`src/rtl/core/cbt_pkg.sv`:
```
// cbt_pkg: shared types, codes and helpers for the circuit breaker table
// depends on nothing; imported by every module under rtl/core
package cbt_pkg;

  localparam int unsigned CNT_W = 8;
  localparam logic [CNT_W-1:0] CNT_MAX = 8'hFF;

  // breaker state codes
  typedef enum logic [1:0] {
    BRK_CLOSED = 2'd0,
    BRK_OPEN   = 2'd1,
    BRK_HALF   = 2'd2
  } brk_state_e;

  // operation codes carried by mode
  typedef enum logic [2:0] {
    OP_SUCCESS     = 3'd0,
    OP_FAILURE     = 3'd1,
    OP_CHECK       = 3'd2,
    OP_BEGIN       = 3'd3,
    OP_END         = 3'd4,
    OP_QUERY       = 3'd5,
    OP_RESET_ENTRY = 3'd6,
    OP_RESET_ALL   = 3'd7
  } op_e;

  // configuration register indexes (word address)
  typedef enum logic [1:0] {
    REG_FAILURE_LIMIT = 2'd0,
    REG_SUCCESS_LIMIT = 2'd1,
    REG_COOLDOWN_MS   = 2'd2,
    REG_PROBE_LIMIT   = 2'd3
  } reg_idx_e;

  localparam int unsigned PADDR_W = 4;

  localparam logic [7:0]  RST_FAILURE_LIMIT = 8'd5;
  localparam logic [7:0]  RST_SUCCESS_LIMIT = 8'd2;
  localparam logic [31:0] RST_COOLDOWN_MS   = 32'd30000;
  localparam logic [7:0]  RST_PROBE_LIMIT   = 8'd1;

  typedef struct packed {
    logic [7:0]  failure_limit;
    logic [7:0]  success_limit;
    logic [31:0] cooldown_ms;
    logic [7:0]  probe_limit;
  } cfg_t;

  // per-entry breaker record, all zero means closed with no counts
  typedef struct packed {
    brk_state_e       state;
    logic [CNT_W-1:0] fails;
    logic [CNT_W-1:0] succ;
    logic [CNT_W-1:0] probes;
  } entry_t;

  // write-back control from the update logic to the entry store
  typedef struct packed {
    logic wr_en;
    logic clr_one;
    logic clr_all;
  } wr_ctl_t;

  function automatic logic [CNT_W-1:0] sat_inc(input logic [CNT_W-1:0] v);
    return (v == CNT_MAX) ? CNT_MAX : v + 8'd1;
  endfunction

endpackage

```
`src/rtl/core/cbt_cfg_regs.sv`:
```
// cbt_cfg_regs: apb-style configuration registers of the breaker table
// depends on cbt_pkg
module cbt_cfg_regs
  import cbt_pkg::*;
(
  input  logic               clk_i,
  input  logic               rst_ni,
  input  logic               psel,
  input  logic               penable,
  input  logic               pwrite,
  input  logic [PADDR_W-1:0] paddr,
  input  logic [31:0]        pwdata,
  output logic [31:0]        prdata,
  output logic               pready,
  output cfg_t               cfg_o
);

  cfg_t     cfg_q;
  cfg_t     cfg_d;
  reg_idx_e reg_sel;
  logic     wr_en;

  assign pready  = 1'b1;
  assign reg_sel = reg_idx_e'(paddr[3:2]);
  assign wr_en   = psel && penable && pwrite && pready;

  always_comb begin
    cfg_d = cfg_q;
    if (wr_en) begin
      case (reg_sel)
        REG_FAILURE_LIMIT: cfg_d.failure_limit = pwdata[7:0];
        REG_SUCCESS_LIMIT: cfg_d.success_limit = pwdata[7:0];
        REG_COOLDOWN_MS:   cfg_d.cooldown_ms   = pwdata;
        REG_PROBE_LIMIT:   cfg_d.probe_limit   = pwdata[7:0];
        default: ;
      endcase
    end
  end

  always_comb begin
    case (reg_sel)
      REG_FAILURE_LIMIT: prdata = {24'd0, cfg_q.failure_limit};
      REG_SUCCESS_LIMIT: prdata = {24'd0, cfg_q.success_limit};
      REG_COOLDOWN_MS:   prdata = cfg_q.cooldown_ms;
      REG_PROBE_LIMIT:   prdata = {24'd0, cfg_q.probe_limit};
      default:           prdata = 32'd0;
    endcase
  end

  always_ff @(posedge clk_i or negedge rst_ni) begin
    if (!rst_ni) begin
      cfg_q.failure_limit <= RST_FAILURE_LIMIT;
      cfg_q.success_limit <= RST_SUCCESS_LIMIT;
      cfg_q.cooldown_ms   <= RST_COOLDOWN_MS;
      cfg_q.probe_limit   <= RST_PROBE_LIMIT;
    end else begin
      cfg_q <= cfg_d;
    end
  end

  assign cfg_o = cfg_q;

endmodule

```
`src/rtl/core/cbt_entry_store.sv`:
```
// cbt_entry_store: breaker record memory with per-entry valid flags and
// write-to-read bypass; depends on cbt_pkg
module cbt_entry_store
  import cbt_pkg::*;
#(
  parameter int unsigned ENTRY_COUNT = 64,
  parameter int unsigned TIME_BITS   = 32
) (
  input  logic                                       clk_i,
  input  logic                                       rst_ni,
  // read port, item entering the update stage
  input  logic                                       rd_en_i,
  input  logic [((ENTRY_COUNT > 1) ? $clog2(ENTRY_COUNT) : 1)-1:0] rd_idx_i,
  // index of the item now in the update stage
  input  logic [((ENTRY_COUNT > 1) ? $clog2(ENTRY_COUNT) : 1)-1:0] cur_idx_i,
  output entry_t                                     cur_entry_o,
  output logic [TIME_BITS-1:0]                       cur_time_o,
  // write-back of the update stage
  input  wr_ctl_t                                    wr_ctl_i,
  input  entry_t                                     wr_entry_i,
  input  logic [TIME_BITS-1:0]                       wr_time_i
);

  entry_t               entry_mem [ENTRY_COUNT];
  logic [TIME_BITS-1:0] time_mem  [ENTRY_COUNT];

  entry_t               rd_entry_q;
  logic [TIME_BITS-1:0] rd_time_q;
  logic                 byp_q;
  entry_t               byp_entry_q;
  logic [TIME_BITS-1:0] byp_time_q;
  logic [ENTRY_COUNT-1:0] valid_q;
  logic [ENTRY_COUNT-1:0] valid_d;
  logic                 byp_d;

  assign byp_d = rd_en_i && wr_ctl_i.wr_en && (rd_idx_i == cur_idx_i);

  always_ff @(posedge clk_i) begin
    if (wr_ctl_i.wr_en) begin
      entry_mem[cur_idx_i] <= wr_entry_i;
      time_mem[cur_idx_i]  <= wr_time_i;
    end
    if (rd_en_i) begin
      rd_entry_q <= entry_mem[rd_idx_i];
      rd_time_q  <= time_mem[rd_idx_i];
    end
    byp_entry_q <= wr_entry_i;
    byp_time_q  <= wr_time_i;
  end

  always_comb begin
    valid_d = valid_q;
    if (wr_ctl_i.clr_all) begin
      valid_d = '0;
    end else if (wr_ctl_i.clr_one) begin
      valid_d[cur_idx_i] = 1'b0;
    end else if (wr_ctl_i.wr_en) begin
      valid_d[cur_idx_i] = 1'b1;
    end
  end

  always_ff @(posedge clk_i or negedge rst_ni) begin
    if (!rst_ni) begin
      valid_q <= '0;
      byp_q   <= 1'b0;
    end else begin
      valid_q <= valid_d;
      if (rd_en_i) begin
        byp_q <= byp_d;
      end
    end
  end

  // an entry that is not valid reads as closed with zero counts
  always_comb begin
    if (!valid_q[cur_idx_i]) begin
      cur_entry_o = '0;
      cur_time_o  = '0;
    end else if (byp_q) begin
      cur_entry_o = byp_entry_q;
      cur_time_o  = byp_time_q;
    end else begin
      cur_entry_o = rd_entry_q;
      cur_time_o  = rd_time_q;
    end
  end

endmodule

```
`src/rtl/core/cbt_update.sv`:
```
// cbt_update: next-state and result logic for one breaker entry
// depends on cbt_pkg
module cbt_update
  import cbt_pkg::*;
#(
  parameter int unsigned TIME_BITS = 32
) (
  input  op_e                  op_i,
  input  logic                 in_range_i,
  input  logic [TIME_BITS-1:0] now_i,
  input  cfg_t                 cfg_i,
  input  entry_t               cur_i,
  input  logic [TIME_BITS-1:0] cur_time_i,
  output entry_t               nxt_o,
  output logic [TIME_BITS-1:0] nxt_time_o,
  output wr_ctl_t              wr_ctl_o,
  output logic                 allowed_o
);

  localparam int unsigned CMP_W = (TIME_BITS > 32) ? TIME_BITS : 32;

  logic [CNT_W-1:0]     fail_inc;
  logic [CNT_W-1:0]     succ_inc;
  logic [CNT_W-1:0]     probe_inc;
  logic [TIME_BITS-1:0] elapsed;
  logic                 cooled;

  assign fail_inc  = sat_inc(cur_i.fails);
  assign succ_inc  = sat_inc(cur_i.succ);
  assign probe_inc = sat_inc(cur_i.probes);
  // wrapping time difference, compared with the full cooldown value
  assign elapsed   = now_i - cur_time_i;
  assign cooled    = CMP_W'(elapsed) >= CMP_W'(cfg_i.cooldown_ms);

  always_comb begin
    nxt_o      = cur_i;
    nxt_time_o = cur_time_i;
    wr_ctl_o   = '0;
    allowed_o  = 1'b0;
    if (!in_range_i) begin
      nxt_o = '0;
    end else begin
      case (op_i)
        OP_SUCCESS: begin
          wr_ctl_o.wr_en = 1'b1;
          if (cur_i.state == BRK_HALF) begin
            if (succ_inc >= cfg_i.success_limit) begin
              nxt_o = '0;
            end else begin
              nxt_o.succ = succ_inc;
            end
          end else if (cur_i.state == BRK_CLOSED) begin
            nxt_o.fails = '0;
          end
        end
        OP_FAILURE: begin
          wr_ctl_o.wr_en = 1'b1;
          nxt_o.fails    = fail_inc;
          if (cur_i.state == BRK_CLOSED) begin
            if (fail_inc >= cfg_i.failure_limit) begin
              nxt_o.state = BRK_OPEN;
              nxt_time_o  = now_i;
            end
          end else if (cur_i.state == BRK_HALF) begin
            nxt_o.state  = BRK_OPEN;
            nxt_o.succ   = '0;
            nxt_o.probes = '0;
            nxt_time_o   = now_i;
          end
        end
        OP_CHECK: begin
          wr_ctl_o.wr_en = 1'b1;
          if (cur_i.state == BRK_CLOSED) begin
            allowed_o = 1'b1;
          end else if (cur_i.state == BRK_OPEN) begin
            if (cooled) begin
              nxt_o.state  = BRK_HALF;
              nxt_o.succ   = '0;
              nxt_o.probes = '0;
              allowed_o    = 1'b1;
            end
          end else begin
            allowed_o = cur_i.probes < cfg_i.probe_limit;
          end
        end
        OP_BEGIN: begin
          wr_ctl_o.wr_en = 1'b1;
          if (cur_i.state == BRK_HALF) begin
            nxt_o.probes = probe_inc;
          end
        end
        OP_END: begin
          wr_ctl_o.wr_en = 1'b1;
          if (cur_i.probes != '0) begin
            nxt_o.probes = cur_i.probes - 8'd1;
          end
        end
        OP_QUERY: ;
        OP_RESET_ENTRY: begin
          wr_ctl_o.clr_one = 1'b1;
          nxt_o            = '0;
        end
        OP_RESET_ALL: begin
          wr_ctl_o.clr_all = 1'b1;
          nxt_o            = '0;
        end
        default: ;
      endcase
    end
  end

endmodule

```
`src/rtl/core/circuit_breaker_table_top.sv`:
```
// circuit_breaker_table_top: table of per-path circuit breakers
// depends on cbt_pkg, cbt_cfg_regs, cbt_entry_store, cbt_update
//
//  channel   direction  handshake                      payload
//  -------   ---------  -----------------------------  -------------------------------------
//  request   in         start high, busy low           mode_i, entry_index_i, now_ms_i
//  result    out        done_o strobe, one cycle       allowed_o, breaker_state_o, failures_o
//  config    in/out     psel & penable & pwrite        paddr, pwdata, prdata, pready
//
// an item is taken in every cycle; busy stays low
// each result shows on done_o after the registered memory read and then the
// update logic into the result register
// the rate is set by the single read-modify-write of the record memory; a
// write and a read of the same entry in one cycle are resolved by a bypass
// reset clears the control flags and every entry's valid flag at once, so
// the table needs no clearing pass; results cannot be stalled by the receiver
module circuit_breaker_table_top
  import cbt_pkg::*;
#(
  parameter int unsigned ENTRY_COUNT = 64,
  parameter int unsigned TIME_BITS   = 32
) (
  input  logic               clk_i,
  input  logic               rst_ni,
  // request items
  input  logic               start,
  output logic               busy,
  input  logic [2:0]         mode_i,
  input  logic [5:0]         entry_index_i,
  input  logic [31:0]        now_ms_i,
  // result items
  output logic               done_o,
  output logic               allowed_o,
  output logic [1:0]         breaker_state_o,
  output logic [7:0]         failures_o,
  // configuration port
  input  logic               psel,
  input  logic               penable,
  input  logic               pwrite,
  input  logic [PADDR_W-1:0] paddr,
  input  logic [31:0]        pwdata,
  output logic [31:0]        prdata,
  output logic               pready
);

  localparam int unsigned IDX_W     = (ENTRY_COUNT > 1) ? $clog2(ENTRY_COUNT) : 1;
  localparam int unsigned IDX_EXT_W = (IDX_W > 6) ? IDX_W : 6;
  localparam int unsigned NOW_EXT_W = (TIME_BITS > 32) ? TIME_BITS : 32;

  cfg_t                 cfg;
  logic                 accept;
  logic [IDX_EXT_W-1:0] idx_ext;
  logic [IDX_W-1:0]     idx;
  logic [NOW_EXT_W-1:0] now_ext;

  // update stage registers
  logic                 s1_vld_q;
  op_e                  s1_op_q;
  logic [IDX_W-1:0]     s1_idx_q;
  logic                 s1_in_range_q;
  logic [TIME_BITS-1:0] s1_now_q;

  entry_t               cur_entry;
  logic [TIME_BITS-1:0] cur_time;
  entry_t               nxt_entry;
  logic [TIME_BITS-1:0] nxt_time;
  wr_ctl_t              upd_ctl;
  wr_ctl_t              wr_ctl;
  logic                 upd_allowed;

  // result registers
  logic                 done_q;
  logic                 allowed_q;
  logic [1:0]           state_q;
  logic [7:0]           fails_q;

  assign busy    = 1'b0;
  assign accept  = start && !busy;
  assign idx_ext = IDX_EXT_W'(entry_index_i);
  assign idx     = idx_ext[IDX_W-1:0];
  assign now_ext = NOW_EXT_W'(now_ms_i);

  cbt_cfg_regs u_cfg_regs (
    .clk_i   (clk_i),
    .rst_ni  (rst_ni),
    .psel    (psel),
    .penable (penable),
    .pwrite  (pwrite),
    .paddr   (paddr),
    .pwdata  (pwdata),
    .prdata  (prdata),
    .pready  (pready),
    .cfg_o   (cfg)
  );

  // request capture, memory read issued in the same cycle
  always_ff @(posedge clk_i) begin
    if (accept) begin
      s1_op_q       <= op_e'(mode_i);
      s1_idx_q      <= idx;
      s1_in_range_q <= 32'(entry_index_i) < ENTRY_COUNT;
      s1_now_q      <= now_ext[TIME_BITS-1:0];
    end
  end

  always_ff @(posedge clk_i or negedge rst_ni) begin
    if (!rst_ni) begin
      s1_vld_q <= 1'b0;
    end else begin
      s1_vld_q <= accept;
    end
  end

  cbt_entry_store #(
    .ENTRY_COUNT (ENTRY_COUNT),
    .TIME_BITS   (TIME_BITS)
  ) u_entry_store (
    .clk_i       (clk_i),
    .rst_ni      (rst_ni),
    .rd_en_i     (accept),
    .rd_idx_i    (idx),
    .cur_idx_i   (s1_idx_q),
    .cur_entry_o (cur_entry),
    .cur_time_o  (cur_time),
    .wr_ctl_i    (wr_ctl),
    .wr_entry_i  (nxt_entry),
    .wr_time_i   (nxt_time)
  );

  cbt_update #(
    .TIME_BITS (TIME_BITS)
  ) u_update (
    .op_i       (s1_op_q),
    .in_range_i (s1_in_range_q),
    .now_i      (s1_now_q),
    .cfg_i      (cfg),
    .cur_i      (cur_entry),
    .cur_time_i (cur_time),
    .nxt_o      (nxt_entry),
    .nxt_time_o (nxt_time),
    .wr_ctl_o   (upd_ctl),
    .allowed_o  (upd_allowed)
  );

  // write-back only for a live item in the update stage
  always_comb begin
    wr_ctl = '0;
    if (s1_vld_q) begin
      wr_ctl = upd_ctl;
    end
  end

  always_ff @(posedge clk_i) begin
    if (s1_vld_q) begin
      allowed_q <= upd_allowed;
      state_q   <= nxt_entry.state;
      fails_q   <= nxt_entry.fails;
    end
  end

  always_ff @(posedge clk_i or negedge rst_ni) begin
    if (!rst_ni) begin
      done_q <= 1'b0;
    end else begin
      done_q <= s1_vld_q;
    end
  end

  assign done_o          = done_q;
  assign allowed_o       = allowed_q;
  assign breaker_state_o = state_q;
  assign failures_o      = fails_q;

endmodule
```
`config.mk`:
```
export PLATFORM = sky130hd
export DESIGN_NAME = circuit_breaker_table_top
export DESIGN_NICKNAME = d
export VERILOG_FILES = /design/src/rtl/core/cbt_pkg.sv /design/src/rtl/core/cbt_cfg_regs.sv /design/src/rtl/core/cbt_entry_store.sv /design/src/rtl/core/cbt_update.sv /design/src/rtl/core/circuit_breaker_table_top.sv
export SDC_FILE = /design/constraint.sdc
export NUM_CORES = 2
export LEC_CHECK = 0
export BUFFER_PORTS_ARGS = -buffer_cell sky130_fd_sc_hd__buf_2
export CAP_MARGIN = 20
export CORE_MARGIN = 4
export CORE_UTILIZATION = 51
export CTS_CLUSTER_DIAMETER = 150
export CTS_CLUSTER_SIZE = 24
export DETAILED_ROUTE_END_ITERATION = 10
export PLACE_DENSITY_LB_ADDON = 0.05
export SYNTH_ARGS = -nofsm -noshare
export SYNTH_HDL_FRONTEND = slang
export SYNTH_SLANG_ARGS = --single-unit
```
`constraint.sdc`:
```
create_clock -name clk_i -period 16.85 [get_ports clk_i]
set_input_delay 0.8425 -clock clk_i [delete_from_list [all_inputs] [get_ports clk_i]]
set_output_delay 0.8425 -clock clk_i [all_outputs]
set_load 0.02 [all_outputs]
```
==> results list <==
* Setup skew after layout: 0.0644 ns
- Effective utilization at floorplan: 0.512
* Number of enable flip-flop cells after synthesis: 3,822
* Combined area of all synthesized cells: 0.156 mm2
- The die is around 560 um tall.
* Post-synthesis mux area share: 0.186
- The Yosys step of the flow raised 0 warnings.
- Detailed-route vias per instance: 6.76
- Data arrival time of the critical path: 10.61 ns
- Floorplan row count: 203
- H-tree lvl count: 4
- Routed wire per std cell: slightly above 40 um
- Of the total synthesized cell area, the portion taken by AND, OR, NAND and NOR gates is 0.0139.
- The number of buffers and inverters on the critical path is 3.
- Clock-pin slew was measured on the worst setup and hold paths at around 0.10 ns.
- The largest single stage delay on the critical path is 0.84 ns.
- In this run the critical register-to-register path is launched from s1_idx_q[1].
- Synthesized area per cell: 22.7 um2
- Relative to the synthesized area, the layout overhead comes to 8.54%.
* Synth Flop Type: edfxtp_1
- The flow ran to the end, and the final reports show no timing, DRC or antenna violations.
- Type of the setup path with the least slack: reg2reg
- The min-delay analysis places its worst path in the category in2reg.
- Vias after detailed routing: 76,800
- Clock Latency Late Sink: 0.95 ns
* Unrepaired setup endpoints after global routing: false
- DIE WIDTH: 562 um
- By area the synthesized netlist is led by edfxtp_1, mux4_2, dfrtp_1, dfxtp_1, ha_1.
* Synth Area in Adders: 0.00749
* Global-route wire length before repair: around 630,000 um
- In the finished design, the share of the clock period the worst path needs comes to 0.595.
- Counting instances, the worst hold path has a depth of 1.
- Synthesis produced a netlist with a net count of 7,058.
- Setup slack, reg-to-reg: 6.83 ns
* Fin. Hold Viols: 0
- Routability-driven placement finished with a final weighted congestion of around 0.84.
- The filler cells instantiated in the layout total 22,700.
- Headroom to the max-slew limit came out at 0.168.
- Area share of the largest cell type after synthesis: 0.734
* Aggregate routed wire length: 460,000 um
* Number of antenna violations at the first check in global routing: 41
- Crit. Startpoint: s1_idx_q[1]
- The die covers 0.316 mm2.
- The complex-gate fraction of the synthesized area is 0.0180.
- The via count of the first global-routing pass is 74,600.
* Share of the yosys chip area belonging to registers: 0.761
- Once detail routing completed, the nets flagged for antenna violations numbered 0.
- Yosys instantiated no cell more often than edfxtp_1.
- Across the VDD grid, the largest voltage drop is 0.110 mV.
- Number of buffers added by the clock tree synthesis step: 188
- The largest individual stage delay along the critical path comes from the cell a211oi_2.
* Number of synthesized register bits: 4,003
- Worst hold slack after final layout: 0.0886 ns
- Overall routing resource usage: 0.290
* Nets: 7,283
* Min Clock Period, post-route: approximately 10 ns
- During I/O placement, the number of pins put on the boundary was 129.
* Number of buffers on the longest clock path: 4
- Crit-path leading delay family: compound AO/OA/AOI/OAI gates
- Sinks on the clock net: 4,003
* Fraction of final layout cells sized beyond drive strength 1: 0.280
* CTS tree: built
* Synth Area in XOR/XNOR: 0.00241
- Terminus of the critical flop-to-flop path: u_entry_store.entry_mem[17][11]
* Static leakage power: 53.2 nW
- Core ar.: 0.306 mm2
* Fraction of registers with async set/reset: 0.0307
- Unique cell type count in the Yosys netlist: 75
- Dominant combinational cell family by area after synthesis: multiplexers
- Maximum Capacitance Violations: 0
- Power Density: 108 mW/mm2
- The worst setup path is captured at a flip-flop.
- For the worst setup path, the data required time is around 17 ns.
- Drt first pass iters: 6
- Final setup violation count: 0
* Setup TNS Final: 0 ns
- Slew @ Worst Pin: approximately 1.2 ns
- Library cell with the largest summed area after synthesis: edfxtp_1
- Root buffer cell: clkbuf_16
- Counting every instance in the synthesized netlist gives 6,882.
- The worst hold path terminates at s1_now_q[8].
- Start point of the worst hold path: now_ms_i[8]
- After legalization and detailed placement, the total HPWL measured 247,000 um.
* Number of cells traversed by the worst register-to-register path: 28
* Total design power: roughly 0.018 W
- Entering global routing, the biggest net connects 144 pins.
- Max-slew violation total from the final report: 0
- Number of DRC violations after detailed-routing iteration 0: 11,400
* Count of input and output buffers: 124
- STA classifies the critical path startpoint as a flip-flop.
* Grt ovf: 0
- Based on the critical path, the design can be clocked at up to ~100 MHz.
- DRC violation count after routing: 0
* Highest net fanout along the worst path: 65
- Commonest cells in the synthesized netlist: edfxtp_1, mux4_2, clkbuf_1
## report_power, final
part / switching, W / internal [W]
registers: 0.0000728 / 0.0113
clock network: 0.00308 / 0.00215
logic: 0.00114 / 0.000614
## flip-flops by register name (all words and copies together), names as in the netlist, 2 cells and up
name and cells:
u_entry_store.valid_q 64, s1_now_q 32, u_entry_store.rd_time_q 32, u_entry_store.entry_mem 1664
s1_op_q 3, u_entry_store.byp_entry_q 26, u_entry_store.time_mem 2048, s1_idx_q 6
u_cfg_regs.cfg_o 56, u_entry_store.byp_time_q 32, u_entry_store.rd_entry_q 26, breaker_state_o 2
failures_o 8
## placed cells by master, fill, tap and decap left out, drive strengths merged, types with 22 or more instances in the layout
| cell | Yosys | layout |
|---|---|---|
| edfxtp | 3822 | 3822 |
| mux4 | 1222 | 1222 |
| buf | 126 | 388 |
| clkbuf | 235 | 323 |
| nor2 | 156 | 156 |
| nand2 | 141 | 141 |
| a21oi | 120 | 120 |
| dfrtp | 112 | 112 |
| inv | 99 | 105 |
| o21ai | 102 | 102 |
| ha | 92 | 92 |
| a211oi | 78 | 78 |
| mux2 | 74 | 74 |
| mux2i | 71 | 71 |
| dfxtp | 58 | 58 |
| and2 | 39 | 39 |
| nand3 | 30 | 30 |
| a21o | 22 | 22 |
| xnor2 | 22 | 22 |
## cells by family (layout without fill, tap and decap cells)
group / count (synthesis) / after routing
AOI/OAI and AO/OA: 441 / 441
xor gates and xnor gates: 43 / 43
adders and majority gates: 93 / 93
buffers and inverters: 461 / 828
DFF: 4003 / 4003
muxes: 1367 / 1367
other: 2 / 12
and+or+nand+nor: 472 / 472
## routing by layer
metal  GRT usage  up-vias  part of all wire
li1            -    29500                 -
met1       0.437    43100              0.41
met2       0.463     3661              0.49
met3      0.0354      519             0.078
met4      0.0666        0             0.026
met5           0        -                 0
## metrics by stage
step	instance area, um2	util	instances	setup WS, ns
final	170000	0.556	11400	6.83
after global routing	170000	0.556	11400	6.45
after CTS	170000	0.555	11300	6.43
after detailed placement	164000	0.537	11000	6.46
after global placement	164000	0.537	11000	6.55
after floorplan	156000	-	6882	4.01
## repair_timing
action | CTS | global route
setup buffers | 0 | 0
hold buffers | 6 | 0
endpoints found under the hold margin | 40 | 0
resized for setup | 0 | 0
## worst max path at each step
stage	endpoint	depth (start not counted)
2_1_floorplan	u_entry_store.entry_mem[0][14]	30
3_5_place_dp	u_entry_store.entry_mem[33][9]	27
3_3_place_gp	u_entry_store.entry_mem[48][9]	26
6_report	u_entry_store.entry_mem[17][11]	28
5_1_grt	u_entry_store.entry_mem[53][11]	28
4_1_cts	u_entry_store.entry_mem[49][9]	27
## cell type report
cell class / instances / area (um2) / share of cell area
Multi-Input combinational cell: 2418 / 36800 / 0.217
Clock inverter: 11 / 170 / 0.00100
Sequential cell: 4003 / 119000 / 0.701
Clock buffer: 321 / 5230 / 0.0308
Timing Repair Buffer: 396 / 3020 / 0.0178
Tap cell: 4100 / 5130 / 0.0302
Antenna cell: 10 / 25.0 / 0.000147
Inverter: 100 / 375 / 0.00221
## worst reg2reg max path: cells and delay by family (launching register included)
family | cells | cell delay [ns]
simple gates | 3 | 1.21
xor+xnor | 1 | 0.19
buf+inv | 3 | 1.17
compound gates | 18 | 5.85
mux | 1 | 0.42
flops | 1 | 0.34
fa+ha+maj | 2 | 0.49
Power figures use the tool's default switching activity.
